<file path="src/hdl/tcpq_pkg.sv">
// ----------------------------------------------------------------------------
// tcpq_pkg
// Shared types and codes for the three-class stable priority queue.
// ----------------------------------------------------------------------------
package tcpq_pkg;

  localparam int ID_W  = 16;
  localparam int CLS_W = 2;
  localparam int CMD_W = 2;
  localparam int ST_W  = 3;

  localparam logic [CMD_W-1:0] CMD_INSERT = 2'd0;
  localparam logic [CMD_W-1:0] CMD_SERVE  = 2'd1;
  localparam logic [CMD_W-1:0] CMD_LIST   = 2'd2;

  localparam logic [ST_W-1:0] STS_INSERTED = 3'd0;
  localparam logic [ST_W-1:0] STS_FULL     = 3'd1;
  localparam logic [ST_W-1:0] STS_SERVED   = 3'd2;
  localparam logic [ST_W-1:0] STS_EMPTY    = 3'd3;
  localparam logic [ST_W-1:0] STS_LISTED   = 3'd4;
  localparam logic [ST_W-1:0] STS_NONE     = 3'd5;

  localparam int NUM_CLS = 3;

  typedef logic [1:0] cidx_t;

  // one queue operation per cycle at most
  typedef struct packed {
    logic  push;
    logic  pop;
    cidx_t cidx;
  } op_t;

endpackage

</file>
<file path="src/hdl/tcpq_if.sv">
// ----------------------------------------------------------------------------
// tcpq_in_if / tcpq_out_if
// Valid/ready channels carrying command items and result items.
// ----------------------------------------------------------------------------
interface tcpq_in_if;
  import tcpq_pkg::*;
  logic             valid;
  logic             ready;
  logic [CMD_W-1:0] command;
  logic [ID_W-1:0]  entry_id;
  logic [CLS_W-1:0] entry_class;

  modport source (output valid, command, entry_id, entry_class, input ready);
  modport sink   (input valid, command, entry_id, entry_class, output ready);
endinterface

interface tcpq_out_if;
  import tcpq_pkg::*;
  logic             valid;
  logic             ready;
  logic [ST_W-1:0]  status;
  logic [ID_W-1:0]  out_id;
  logic [CLS_W-1:0] out_class;
  logic             last;

  modport source (output valid, status, out_id, out_class, last, input ready);
  modport sink   (input valid, status, out_id, out_class, last, output ready);
endinterface

</file>
<file path="src/hdl/three_class_stable_priority_queue.sv">
// ----------------------------------------------------------------------------
// three_class_stable_priority_queue
// Priority queue of up to DEPTH ids in three classes, stable within a class.
// ----------------------------------------------------------------------------
// Entries live in one RAM split into three circular regions, one per class;
// the order of service is class 1, then 2, then 3, each oldest first. An
// insert's result goes straight to the output register; an unused command
// is taken but gives no result. A serve reads the head id from the RAM,
// then loads it into the output register. A list moves to ST_LSEL, then
// for each waiting entry reads it from the single RAM read port in ST_LSEL
// and loads it in ST_DATA, passing over in ST_LSEL each empty class on the
// way to the last entry (at most two). A new item is taken only once the
// previous one has been fully handed to the output register, and not while
// the result channel is stalled.
module three_class_stable_priority_queue #(
  parameter int DEPTH = 64
) (
  input  logic                clk,
  input  logic                rst_n,
  tcpq_in_if.sink             in_ch,
  tcpq_out_if.source          out_ch
);
  import tcpq_pkg::*;

  localparam int PW = (DEPTH > 1) ? $clog2(DEPTH) : 1;
  localparam int CW = $clog2(DEPTH + 1);
  localparam int MD = NUM_CLS * DEPTH;
  localparam int AW = (MD > 1) ? $clog2(MD) : 1;

  typedef enum logic [2:0] {
    ST_IDLE = 3'b001,
    ST_LSEL = 3'b010,
    ST_DATA = 3'b100
  } state_t;

  state_t         st_r, st_nxt;
  cidx_t          lc_r, lc_nxt;
  logic [CW-1:0]  lidx_r, lidx_nxt;
  logic [CW-1:0]  ltot_r, ltot_nxt;
  logic [ST_W-1:0]  dstat_r, dstat_nxt;
  logic [CLS_W-1:0] dcls_r, dcls_nxt;

  logic             out_valid_r, out_valid_nxt;
  logic [ST_W-1:0]  out_status_r, out_status_nxt;
  logic [ID_W-1:0]  out_id_r, out_id_nxt;
  logic [CLS_W-1:0] out_class_r, out_class_nxt;
  logic             out_last_r, out_last_nxt;

  logic [PW-1:0] head [NUM_CLS];
  logic [PW-1:0] tail [NUM_CLS];
  logic [CW-1:0] cnt  [NUM_CLS];
  logic [CW-1:0] total;

  op_t            op;
  logic           accept;
  logic           out_free;
  logic           full;
  cidx_t          in_cidx;
  cidx_t          sc;
  logic           lhit;
  logic [CW:0]    lsum;
  logic [PW-1:0]  lptr;

  logic           ram_we;
  logic [AW-1:0]  ram_waddr;
  logic           ram_re;
  logic [AW-1:0]  ram_raddr;
  logic [ID_W-1:0] ram_rdata;

  function automatic logic [AW-1:0] mk_addr(input cidx_t c, input logic [PW-1:0] p);
    return AW'(c) * AW'(DEPTH) + AW'(p);
  endfunction

  assign out_free    = !out_valid_r || out_ch.ready;
  assign in_ch.ready = (st_r == ST_IDLE) && out_free;
  assign accept      = in_ch.valid && in_ch.ready;
  assign full        = (total == CW'(DEPTH));
  assign in_cidx     = (in_ch.entry_class == '0) ? cidx_t'(2) : in_ch.entry_class - 2'd1;
  assign sc          = (cnt[0] != '0) ? cidx_t'(0) : ((cnt[1] != '0) ? cidx_t'(1) : cidx_t'(2));

  assign op.push = accept && (in_ch.command == CMD_INSERT) && !full;
  assign op.pop  = accept && (in_ch.command == CMD_SERVE) && (total != '0);
  assign op.cidx = (in_ch.command == CMD_INSERT) ? in_cidx : sc;

  assign lhit = (st_r == ST_LSEL) && (lidx_r < cnt[lc_r]);
  assign lsum = (CW+1)'(head[lc_r]) + (CW+1)'(lidx_r);
  assign lptr = (lsum >= (CW+1)'(DEPTH)) ? PW'(lsum - (CW+1)'(DEPTH)) : PW'(lsum);

  assign ram_we    = op.push;
  assign ram_waddr = mk_addr(in_cidx, tail[in_cidx]);
  assign ram_re    = op.pop || lhit;
  assign ram_raddr = op.pop ? mk_addr(sc, head[sc]) : mk_addr(lc_r, lptr);

  tcpq_ptrs #(.DEPTH(DEPTH)) u_ptrs (
    .clk   (clk),
    .rst_n (rst_n),
    .op    (op),
    .head  (head),
    .tail  (tail),
    .cnt   (cnt),
    .total (total)
  );

  tcpq_ram #(.WIDTH(ID_W), .DEPTH(MD)) u_ram (
    .clk   (clk),
    .we    (ram_we),
    .waddr (ram_waddr),
    .wdata (in_ch.entry_id),
    .re    (ram_re),
    .raddr (ram_raddr),
    .rdata (ram_rdata)
  );

  always_comb begin
    st_nxt         = st_r;
    lc_nxt         = lc_r;
    lidx_nxt       = lidx_r;
    ltot_nxt       = ltot_r;
    dstat_nxt      = dstat_r;
    dcls_nxt       = dcls_r;
    out_valid_nxt  = out_valid_r && !out_ch.ready;
    out_status_nxt = out_status_r;
    out_id_nxt     = out_id_r;
    out_class_nxt  = out_class_r;
    out_last_nxt   = out_last_r;

    case (st_r)
      ST_IDLE: begin
        if (accept) begin
          case (in_ch.command)
            CMD_INSERT: begin
              out_valid_nxt  = 1'b1;
              out_status_nxt = full ? STS_FULL : STS_INSERTED;
              out_id_nxt     = '0;
              out_class_nxt  = '0;
              out_last_nxt   = 1'b1;
            end
            CMD_SERVE: begin
              if (total == '0) begin
                out_valid_nxt  = 1'b1;
                out_status_nxt = STS_EMPTY;
                out_id_nxt     = '0;
                out_class_nxt  = '0;
                out_last_nxt   = 1'b1;
              end else begin
                dstat_nxt = STS_SERVED;
                dcls_nxt  = sc + 2'd1;
                ltot_nxt  = CW'(1);
                st_nxt    = ST_DATA;
              end
            end
            CMD_LIST: begin
              if (total == '0) begin
                out_valid_nxt  = 1'b1;
                out_status_nxt = STS_NONE;
                out_id_nxt     = '0;
                out_class_nxt  = '0;
                out_last_nxt   = 1'b1;
              end else begin
                lc_nxt   = '0;
                lidx_nxt = '0;
                ltot_nxt = total;
                st_nxt   = ST_LSEL;
              end
            end
            default: begin
            end
          endcase
        end
      end
      ST_LSEL: begin
        if (lhit) begin
          dstat_nxt = STS_LISTED;
          dcls_nxt  = lc_r + 2'd1;
          lidx_nxt  = lidx_r + CW'(1);
          st_nxt    = ST_DATA;
        end else begin
          lc_nxt   = lc_r + 2'd1;
          lidx_nxt = '0;
        end
      end
      ST_DATA: begin
        if (out_free) begin
          out_valid_nxt  = 1'b1;
          out_status_nxt = dstat_r;
          out_id_nxt     = ram_rdata;
          out_class_nxt  = dcls_r;
          out_last_nxt   = (ltot_r == CW'(1));
          ltot_nxt       = ltot_r - CW'(1);
          st_nxt         = (ltot_r == CW'(1)) ? ST_IDLE : ST_LSEL;
        end
      end
      default: begin
        st_nxt = ST_IDLE;
      end
    endcase
  end

  always_ff @(posedge clk) begin
    if (!rst_n) begin
      st_r        <= ST_IDLE;
      out_valid_r <= 1'b0;
      lc_r        <= '0;
      lidx_r      <= '0;
      ltot_r      <= '0;
    end else begin
      st_r        <= st_nxt;
      out_valid_r <= out_valid_nxt;
      lc_r        <= lc_nxt;
      lidx_r      <= lidx_nxt;
      ltot_r      <= ltot_nxt;
    end
  end

  always_ff @(posedge clk) begin
    dstat_r      <= dstat_nxt;
    dcls_r       <= dcls_nxt;
    out_status_r <= out_status_nxt;
    out_id_r     <= out_id_nxt;
    out_class_r  <= out_class_nxt;
    out_last_r   <= out_last_nxt;
  end

  assign out_ch.valid     = out_valid_r;
  assign out_ch.status    = out_status_r;
  assign out_ch.out_id    = out_id_r;
  assign out_ch.out_class = out_class_r;
  assign out_ch.last      = out_last_r;

endmodule

</file>
<file path="src/hdl/tcpq_ram.sv">
// ----------------------------------------------------------------------------
// tcpq_ram
// Generic single-write, single-read RAM with registered read data.
// ----------------------------------------------------------------------------
module tcpq_ram #(
  parameter int WIDTH = 16,
  parameter int DEPTH = 192
) (
  input  logic                                  clk,
  input  logic                                  we,
  input  logic [((DEPTH > 1) ? $clog2(DEPTH) : 1)-1:0] waddr,
  input  logic [WIDTH-1:0]                      wdata,
  input  logic                                  re,
  input  logic [((DEPTH > 1) ? $clog2(DEPTH) : 1)-1:0] raddr,
  output logic [WIDTH-1:0]                      rdata
);

  logic [WIDTH-1:0] mem [DEPTH];
  logic [WIDTH-1:0] rdata_r;

  always_ff @(posedge clk) begin
    if (we) begin
      mem[waddr] <= wdata;
    end
    if (re) begin
      rdata_r <= mem[raddr];
    end
  end

  assign rdata = rdata_r;

endmodule

</file>
<file path="src/hdl/tcpq_ptrs.sv">
// ----------------------------------------------------------------------------
// tcpq_ptrs
// Head, tail and fill count of the three per-class circular regions.
// ----------------------------------------------------------------------------
module tcpq_ptrs #(
  parameter int DEPTH = 64
) (
  input  logic                                  clk,
  input  logic                                  rst_n,
  input  tcpq_pkg::op_t                         op,
  output logic [((DEPTH > 1) ? $clog2(DEPTH) : 1)-1:0] head [tcpq_pkg::NUM_CLS],
  output logic [((DEPTH > 1) ? $clog2(DEPTH) : 1)-1:0] tail [tcpq_pkg::NUM_CLS],
  output logic [$clog2(DEPTH+1)-1:0]            cnt  [tcpq_pkg::NUM_CLS],
  output logic [$clog2(DEPTH+1)-1:0]            total
);
  import tcpq_pkg::*;

  localparam int PW = (DEPTH > 1) ? $clog2(DEPTH) : 1;
  localparam int CW = $clog2(DEPTH + 1);

  logic [PW-1:0] head_r [NUM_CLS];
  logic [PW-1:0] tail_r [NUM_CLS];
  logic [CW-1:0] cnt_r  [NUM_CLS];
  logic [CW-1:0] total_r;

  function automatic logic [PW-1:0] wrap_inc(input logic [PW-1:0] p);
    return (p == PW'(DEPTH - 1)) ? '0 : p + PW'(1);
  endfunction

  always_ff @(posedge clk) begin
    if (!rst_n) begin
      for (int c = 0; c < NUM_CLS; c++) begin
        head_r[c] <= '0;
        tail_r[c] <= '0;
        cnt_r[c]  <= '0;
      end
      total_r <= '0;
    end else if (op.push) begin
      tail_r[op.cidx] <= wrap_inc(tail_r[op.cidx]);
      cnt_r[op.cidx]  <= cnt_r[op.cidx] + CW'(1);
      total_r         <= total_r + CW'(1);
    end else if (op.pop) begin
      head_r[op.cidx] <= wrap_inc(head_r[op.cidx]);
      cnt_r[op.cidx]  <= cnt_r[op.cidx] - CW'(1);
      total_r         <= total_r - CW'(1);
    end
  end

  assign head  = head_r;
  assign tail  = tail_r;
  assign cnt   = cnt_r;
  assign total = total_r;

endmodule

</file>
<file path="src/flat_wrapper.sv">
// flat-port wrapper written by rule: the top's interface ports become plain ports
module three_class_stable_priority_queue_flat import tcpq_pkg::*;
#(
  parameter int DEPTH = 64
)
  (clk, rst_n, in_ch_valid, in_ch_command, in_ch_entry_id, in_ch_entry_class, in_ch_ready, out_ch_valid, out_ch_status, out_ch_out_id, out_ch_out_class, out_ch_last, out_ch_ready);
  tcpq_in_if in_ch_i ();
  tcpq_out_if out_ch_i ();
  input  logic clk;
  input  logic rst_n;
  input wire logic [$bits(in_ch_i.valid)-1:0] in_ch_valid;
  input wire logic [$bits(in_ch_i.command)-1:0] in_ch_command;
  input wire logic [$bits(in_ch_i.entry_id)-1:0] in_ch_entry_id;
  input wire logic [$bits(in_ch_i.entry_class)-1:0] in_ch_entry_class;
  output wire logic [$bits(in_ch_i.ready)-1:0] in_ch_ready;
  output wire logic [$bits(out_ch_i.valid)-1:0] out_ch_valid;
  output wire logic [$bits(out_ch_i.status)-1:0] out_ch_status;
  output wire logic [$bits(out_ch_i.out_id)-1:0] out_ch_out_id;
  output wire logic [$bits(out_ch_i.out_class)-1:0] out_ch_out_class;
  output wire logic [$bits(out_ch_i.last)-1:0] out_ch_last;
  input wire logic [$bits(out_ch_i.ready)-1:0] out_ch_ready;
  assign in_ch_i.valid = in_ch_valid;
  assign in_ch_i.command = in_ch_command;
  assign in_ch_i.entry_id = in_ch_entry_id;
  assign in_ch_i.entry_class = in_ch_entry_class;
  assign in_ch_ready = in_ch_i.ready;
  assign out_ch_valid = out_ch_i.valid;
  assign out_ch_status = out_ch_i.status;
  assign out_ch_out_id = out_ch_i.out_id;
  assign out_ch_out_class = out_ch_i.out_class;
  assign out_ch_last = out_ch_i.last;
  assign out_ch_i.ready = out_ch_ready;
  three_class_stable_priority_queue #(.DEPTH(DEPTH)) u_core (.clk(clk), .rst_n(rst_n), .in_ch(in_ch_i), .out_ch(out_ch_i));
endmodule
</file>
<file path="config.mk">
export PLATFORM = sky130hd
export DESIGN_NAME = three_class_stable_priority_queue_flat
export DESIGN_NICKNAME = d
export VERILOG_FILES = /design/src/hdl/tcpq_pkg.sv /design/src/hdl/tcpq_if.sv /design/src/hdl/three_class_stable_priority_queue.sv /design/src/hdl/tcpq_ram.sv /design/src/hdl/tcpq_ptrs.sv /design/src/flat_wrapper.sv
export SDC_FILE = /design/constraint.sdc
export NUM_CORES = 2
export LEC_CHECK = 0
export BUFFER_PORTS_ARGS = -buffer_cell sky130_fd_sc_hd__buf_2
export CORE_MARGIN = 4
export CORE_UTILIZATION = 35
export CTS_BUF_LIST = sky130_fd_sc_hd__clkbuf_4 sky130_fd_sc_hd__clkbuf_8 sky130_fd_sc_hd__clkbuf_16
export CTS_CLUSTER_SIZE = 16
export DETAILED_ROUTE_END_ITERATION = 16
export PLACE_DENSITY = 0.58
export SLEW_MARGIN = 0
export SYNTH_ARGS = -nofsm -noshare
export SYNTH_HDL_FRONTEND = slang
export SYNTH_SLANG_ARGS = --single-unit
</file>
<file path="constraint.sdc">
create_clock -name clk -period 13.2 [get_ports clk]
set_clock_uncertainty 0.15 [all_clocks]
set_input_delay 2.64 -clock clk [delete_from_list [all_inputs] [get_ports clk]]
set_output_delay 2.64 -clock clk [all_outputs]
set_load 0.02 [all_outputs]
</file>
# After elaboration in Yosys (flattened, before gate mapping)
# Memory sizes are Yosys's and may differ from the RTL's. A register that Yosys moved wholly into a read port is not among the register bits.
# Cells that the tools add are included.
dict set report totals {
  memories 1
  romBits 0
  latch_bits 0
  out_inout_bits 24
  regBits 111
  wordCells 208
  ram_bits 3072
  inputBits 24
}
# memory words word_bits read_ports rd_ports_with_merged_regs write_ports line
set memory_table {}
lappend memory_table {u_core.u_ram.mem 192 16 1 1 1 tcpq_ram.sv:18} ;# logic [WIDTH-1:0] mem [DEPTH];
dict set report op_classes {
  multipliers 0
  order_cmp 7
  n_reduce_logical 32
  shifts 0
  eq_ne 24
  n_mux 102
  div_mod_pow 0
  n_addsub 16
  bitwise_logic 5
}
# operator count
set ops {}
lappend ops {{$mux W7} 15}
lappend ops {{$mux W6} 14}
lappend ops {{$pmux W16 S2} 2}
lappend ops {{$bmux W6 S2} 5}
lappend ops {{$mux W16} 3}
lappend ops {{$bwmux W21} 2}
lappend ops {{$mux W21} 2}
lappend ops {{$pmux W7 S2} 3}
lappend ops {{$bwmux W18} 2}
lappend ops {{$mux W3} 11}
lappend ops {{$mux W2} 16}
lappend ops {{$bmux W7 S2} 2}
lappend ops {{$add A8 B6 Y8} 3}
lappend ops {{$add A7 B1 Y7 const B} 3}
lappend ops {{$ne A3 B3 Y1 const B} 7}
lappend ops {{$reduce_bool A7 Y1} 3}
lappend ops {{$sub A7 B1 Y7 const B} 3}
lappend ops {{$pmux W3 S2} 3}
lappend ops {{$pmux W3 S3} 2}
lappend ops {{$reduce_and A6 Y1} 3}
lappend ops {{$pmux W2 S2} 4}
lappend ops {{$reduce_and A5 Y1} 3}
lappend ops {{$demux W7 S2} 1}
lappend ops {{$add A6 B1 Y6 const B} 2}
lappend ops {{other kinds (34)} 72}

# Depth between registers and ports, before layout
dict set report logic_depth {
  word_depth 12
  mapped_depth 21
  depth_no_buf 17
}

# Modules after synthesis
# A second synthesis with hierarchy kept.
dict set report unflattened {
  cells_unflattened 5734
  area_unflattened_um2 125380.2
}
# module instances area_per_inst_um2 cells_each seq_area_each_um2
set by_module_without_submodules {}
lappend by_module_without_submodules {tcpq_ram 1 118413.6 4937 92728.9}
lappend by_module_without_submodules {tcpq_ptrs 1 3562.2 411 1281.2}
lappend by_module_without_submodules {three_class_stable_priority_queue 1 3404.5 386 1181.1}

# Worst setup path after synthesis
# No wires, ideal clock.
dict set report synth_timing {
  path_type {input port to flip-flop}
  start {in in_ch_entry_class[0]}
  end {mem u_core.u_ram.mem[105][0], enable pin}
  arrival_ns 5.583
  cell_stages 9
  setup_slack_ns 7.055
  n_path_buf 1
  cell_sequence {inv_1 -> ha_1 -> clkbuf_1 -> mux2i_1 -> nor2_1 -> a21oi_1 -> nand4b_1 -> nand2b_1 -> nor3b_1}
}
dict set report synth_between {
  elab_chain_cells 7
}
# element line
set synth_lines {}
lappend synth_lines {{start: declaration} flat_wrapper.sv:14} ;# input wire logic [$bits(in_ch_i.entry_class)-1:0] in_ch_entry_class;
lappend synth_lines {{$sub A2 B1 Y2 / $logic_not A2 Y1 (equally long branches)} three_class_stable_priority_queue.sv:78} ;# assign in_cidx = (in_ch.entry_class == '0) ? cidx_t'(2) : in_ch.entry_class - 2'd1;
lappend synth_lines {{$mux W2 *} three_class_stable_priority_queue.sv:78}
lappend synth_lines {{$not A2 Y3 (not written as such)} three_class_stable_priority_queue.sv:90} ;# assign ram_waddr = mk_addr(in_cidx, tail[in_cidx]);
lappend synth_lines {{$bmux W6 S2} three_class_stable_priority_queue.sv:90}
lappend synth_lines {{$mux W6 (not written as such) (2 in series)} three_class_stable_priority_queue.sv:90}
lappend synth_lines {{$add A8 B6 Y8 *} three_class_stable_priority_queue.sv:71} ;# return AW'(c) * AW'(DEPTH) + AW'(p);
lappend synth_lines {{end: declaration} tcpq_ram.sv:18}
# Mark *: on every way between the ends. The rest lies on a longest branch, timed or not. The select of a mux whose other input is x is not followed.

# Worst setup path in the final report
dict set report layout_timing {
  start {reg u_core.lc_r[1]}
  end {reg u_core.u_ram.rdata_r[1] (netlist: u_core.u_ram.rdata[1]), read port of u_core.u_ram.mem (data pin)}
}
dict set report layout_between {
  elab_chain_cells 9
}
# element line
set layout_lines {}
lappend layout_lines {{start: declaration} three_class_stable_priority_queue.sv:37} ;# cidx_t lc_r, lc_nxt;
lappend layout_lines {{start signal: assignment} three_class_stable_priority_queue.sv:209} ;# lc_r <= lc_nxt;
lappend layout_lines {{$not A2 Y3 (not written as such)} {three_class_stable_priority_queue.sv:85, three_class_stable_priority_queue.sv:86}}
lappend layout_lines {{$bmux W6 S2} three_class_stable_priority_queue.sv:86} ;# assign lsum = (CW+1)'(head[lc_r]) + (CW+1)'(lidx_r);
lappend layout_lines {{$mux W6 (not written as such) (2 in series)} three_class_stable_priority_queue.sv:86}
lappend layout_lines {{$add A6 B7 Y8} three_class_stable_priority_queue.sv:86}
lappend layout_lines {{$ge A8 B7 Y1 / $sub A6 B1 Y6 (equally long branches)} three_class_stable_priority_queue.sv:87} ;# assign lptr = (lsum >= (CW+1)'(DEPTH)) ? PW'(lsum - (CW+1)'(DEPTH)) : PW'(lsum);
lappend layout_lines {{$mux W6} three_class_stable_priority_queue.sv:87}
lappend layout_lines {{$add A8 B6 Y8} three_class_stable_priority_queue.sv:71}
lappend layout_lines {{$mux W8} three_class_stable_priority_queue.sv:92} ;# assign ram_raddr = op.pop ? mk_addr(sc, head[sc]) : mk_addr(lc_r, lptr);
lappend layout_lines {{end: declaration} tcpq_ram.sv:19} ;# logic [WIDTH-1:0] rdata_r;
# Several ways; a longest one is shown, not always the timed one. The select of a mux whose other input is x is not followed.
# A chain may end at the register's enable or synchronous reset.

==> flow_summary.ini <==
[worst_setup_path]
critical_path_peak_fanout = 129
wp_data_required_ns = 13.78
worst_setup_start_kind = register
critical_path_arrival_ns = 8.67
end_kind = register
worst-setup-path-type = register to register

[layout]
count_of_filler_cells_inserted_in_the_layout = 33900
layout.cell_area.non_filler_sq_um = 146000
final_nets = 10200
final_layout_size_suffix_gt1_share_pct = 9.85
area_delta_synth_final_pct = 13.2

[sta]
period_needed_ns = 8.09
setup_violations = 0
fin_setup_tns_ns = 0
tightest_slew_ns = 1.36
post-route-period-util_pct = 61.3
slew_viol_final = 0
hold_viol_final = 0
unrepaired_setup_endpoints_after_global_routing = no
slew-limit-headroom_pct = 9.00
highest_clock_rate_mhz = 124

[drt]
detail-route-antenna-nets = 0
post_drt_via_cell_ratio = 5.69
route.final.wire_length_mm = 425
detail_route.first_pass.iterations = 6
drc = 0
first_drt_iteration_drcs = 12900
avgRoutedWirePerCell_microns = 27.8
num_vias = 86800

[yosys]
seq_area_frac_synth_pct = 73.7
synth_warnings = 0
synth_top_flop_cell = sky130_fd_sc_hd__edfxtp_1
ys_async_sr_fraction_pct = 0
synth.lib_cells_used.distinct = 85
synthesis.instances = 10100
synthesis.area_sq_um = 129000
ys_ff_latch = 3198
syn-mean-instance-area_sq_um = 12.8
synthesis.nets = 10100
synth_enable_flop_cells = 3114

[cts]
cts_tree = done
clk_pin_slew_worst_paths_ns = 0.06
clock_root_buffer = sky130_fd_sc_hd__clkbuf_16
tritoncts_num_sinks = 3198
tritoncts.num_buffers = 333
worstSkewPairLatency_ns = 0.91
post_cts_resized = 0
cts_post_setup_buffers_inserted = 0
cts-hold-fix-buffers = 0
h-tree-depth = 5
clock_path_buffers = 4

[pwr]
power_leakage_uw = 0.0489
total_power_uw = 24800
power.ir.vdd_worst_v = 0.000131
powerDensity_nw_per_um2 = 170

[die]
die-area_sq_um = 379000
die_height_microns = 616
fp-row-count = 222
ioPinCount = 48
core_region_sq_um = 367000
initial_core_util_pct = 35.2
die_x_extent_microns = 616

[place]
cell_area_after_placement_sq_um = 136000
gp_routability_congestion = 0.915
buffer_ports.inserted = 47
detailed_place_hpwl_mm = 250

[run]
max_cap_viol_count = 0

[grt]
antenna_found_initial = 28
grt_max_degree = 169
via_count_of_the_first_global_routing_pass = 81900
globalRouteTotalUtil_pct = 21.5
globalRouteOverflowTotal = 0
grt_first_pass_wirelength_mm = 602

[status]
outcome = complete, no violations

[worst_hold_path]
worst_hold_path_type = register to register
==> cell type report <==
class | count | area, sq um | area share (%)
timing repair buffer | 413 | 3380 | 2.31
multi-input combinational | 6205 | 31100 | 21.3
clock inverter | 198 | 1520 | 1.04
sequential | 3198 | 95200 | 65.1
clock buffer | 395 | 8940 | 6.11
inverter | 28 | 105 | 0.0718
tap | 4816 | 6030 | 4.12
antenna | 7 | 17.5 | 0.0120
==> worst paths after layout <==
path                            slack (ns)  depth (start not counted)                     to                  start
worst min-delay path                  0.32                          2  u_core.u_ptrs.tail[2]  u_core.u_ptrs.tail[2]
worst min register to register        0.32                          2  u_core.u_ptrs.tail[2]  u_core.u_ptrs.tail[2]
worst max-delay path                  5.11                         17  u_core.u_ram.rdata[1]         u_core.lc_r[1]
worst max register to register        5.11                         17  u_core.u_ram.rdata[1]         u_core.lc_r[1]
==> cell families after synthesis <==
logic type	Yosys count	synth area share, %
simple gates	4900	16.3
flops	3198	73.7
compound gates	1091	5.81
buf+inv	680	2.52
mux	151	1.20
fa+ha+maj	33	0.331
xor+xnor	30	0.203
==> metrics by stage <==
stage          instances  util (%)  worst slack (ns)  hold WS, ns
2_1_floorplan      10100         -              7.05        0.295
3_3_place_gp       14700      37.0              3.64        0.306
3_5_place_dp       14700      37.0              4.51        0.320
4_1_cts            15300      39.9              5.33        0.328
5_1_grt            15300      39.9              5.01        0.345
6_report           15300      39.9              5.11        0.324
==> Yosys cell counts (8+ instances only) <==
library cell / count / area, sq um
sky130_fd_sc_hd__edfxtp_1: 3114 / 93500
sky130_fd_sc_hd__nand2_1: 3019 / 11300
sky130_fd_sc_hd__nand3_1: 1005 / 5030
sky130_fd_sc_hd__buf_2: 351 / 1760
sky130_fd_sc_hd__nor2_1: 342 / 1280
sky130_fd_sc_hd__and3_1: 314 / 1960
sky130_fd_sc_hd__a311oi_1: 275 / 2410
sky130_fd_sc_hd__a21oi_1: 233 / 1170
sky130_fd_sc_hd__clkbuf_1: 202 / 758
sky130_fd_sc_hd__a31oi_1: 188 / 1180
sky130_fd_sc_hd__mux2i_1: 133 / 1330
sky130_fd_sc_hd__o21ai_0: 128 / 641
sky130_fd_sc_hd__dfxtp_1: 84 / 1680
sky130_fd_sc_hd__nand4_1: 56 / 350
sky130_fd_sc_hd__o22ai_1: 56 / 350
sky130_fd_sc_hd__buf_4: 45 / 338
sky130_fd_sc_hd__buf_1: 41 / 154
sky130_fd_sc_hd__nor3_1: 41 / 205
sky130_fd_sc_hd__a211oi_1: 40 / 300
sky130_fd_sc_hd__nor4_1: 39 / 244
sky130_fd_sc_hd__ha_1: 31 / 388
sky130_fd_sc_hd__inv_1: 27 / 101
sky130_fd_sc_hd__a32oi_1: 24 / 210
sky130_fd_sc_hd__o2111ai_1: 22 / 193
sky130_fd_sc_hd__xnor2_1: 21 / 184
sky130_fd_sc_hd__a22oi_1: 16 / 120
sky130_fd_sc_hd__and2_1: 13 / 81.3
sky130_fd_sc_hd__mux2_2: 13 / 146
sky130_fd_sc_hd__a2111oi_0: 12 / 105
sky130_fd_sc_hd__buf_6: 12 / 135
sky130_fd_sc_hd__a221oi_1: 11 / 96.3
sky130_fd_sc_hd__nand2b_1: 10 / 62.6
sky130_fd_sc_hd__or3_1: 10 / 62.6
sky130_fd_sc_hd__nor2b_1: 9 / 56.3
sky130_fd_sc_hd__o221ai_1: 9 / 78.8
sky130_fd_sc_hd__xor2_1: 9 / 78.8
sky130_fd_sc_hd__a311o_1: 8 / 80.1
sky130_fd_sc_hd__nor4b_1: 8 / 70.1
sky130_fd_sc_hd__o21ai_1: 8 / 40.0
==> cells in the final DEF (no fill, tap or decap), types with 38 or more instances in the layout <==
cell	n
sky130_fd_sc_hd__a211oi_1	40
sky130_fd_sc_hd__a21oi_1	230
sky130_fd_sc_hd__a311oi_1	275
sky130_fd_sc_hd__a31oi_1	188
sky130_fd_sc_hd__and3_1	314
sky130_fd_sc_hd__buf_4	340
sky130_fd_sc_hd__clkbuf_16	341
sky130_fd_sc_hd__clkbuf_4	54
sky130_fd_sc_hd__clkinv_1	86
sky130_fd_sc_hd__clkinv_2	66
sky130_fd_sc_hd__dfxtp_1	84
sky130_fd_sc_hd__edfxtp_1	3114
sky130_fd_sc_hd__mux2i_1	132
sky130_fd_sc_hd__nand2_1	3016
sky130_fd_sc_hd__nand3_1	1005
sky130_fd_sc_hd__nand4_1	56
sky130_fd_sc_hd__nor2_1	294
sky130_fd_sc_hd__nor2_2	44
sky130_fd_sc_hd__nor3_1	38
sky130_fd_sc_hd__o21ai_0	125
sky130_fd_sc_hd__o22ai_1	56
==> layer usage <==
layer / wire, microns / up-vias / GRT usage (%)
met5: 130 / - / 0
met3: 42800 / 881 / 4.15
met1: 169000 / 43800 / 29.7
met2: 193000 / 4796 / 33.5
met4: 19200 / 20 / 8.52
li1: - / 37300 / -
==> flip-flops by register name, summed over array words and instances (netlist names), 16 cells and up, named ones only <==
register              count
u_core.u_ptrs.tail       18
u_core.u_ptrs.cnt        18
u_core.u_ram.mem       3072
u_core.u_ram.rdata       16
u_core.u_ptrs.head       18
u_core.out_ch.out_id     16
==> power breakdown <==
group	internal (uW)	leakage (uW)	switching (uW)	total, uW
Clock	5240	0.00524	3910	9150
Combinational	1130	0.0150	3220	4350
Sequential	11200	0.0287	74.8	11300
Total	17600	0.0489	7210	24800
==> critical path, stage by stage, from the launching register on <==
cell and delay (ns):
sky130_fd_sc_hd__dfxtp_1 0.84, sky130_fd_sc_hd__nor2b_1 0.87, sky130_fd_sc_hd__nand2_1 0.09, sky130_fd_sc_hd__o21ai_0 0.15
sky130_fd_sc_hd__ha_1 0.23, sky130_fd_sc_hd__inv_1 0.06, sky130_fd_sc_hd__fa_1 0.50, sky130_fd_sc_hd__a31oi_4 0.37
sky130_fd_sc_hd__a21o_4 0.57, sky130_fd_sc_hd__buf_4 0.78, sky130_fd_sc_hd__buf_12 0.56, sky130_fd_sc_hd__nand2_1 0.11
sky130_fd_sc_hd__and3_1 0.19, sky130_fd_sc_hd__a311oi_1 0.39, sky130_fd_sc_hd__nor3_1 0.08, sky130_fd_sc_hd__nor4_1 0.93
sky130_fd_sc_hd__nand2_1 0.65, sky130_fd_sc_hd__nand4_1 0.25
Note: power is estimated with default switching activity, not from simulation.
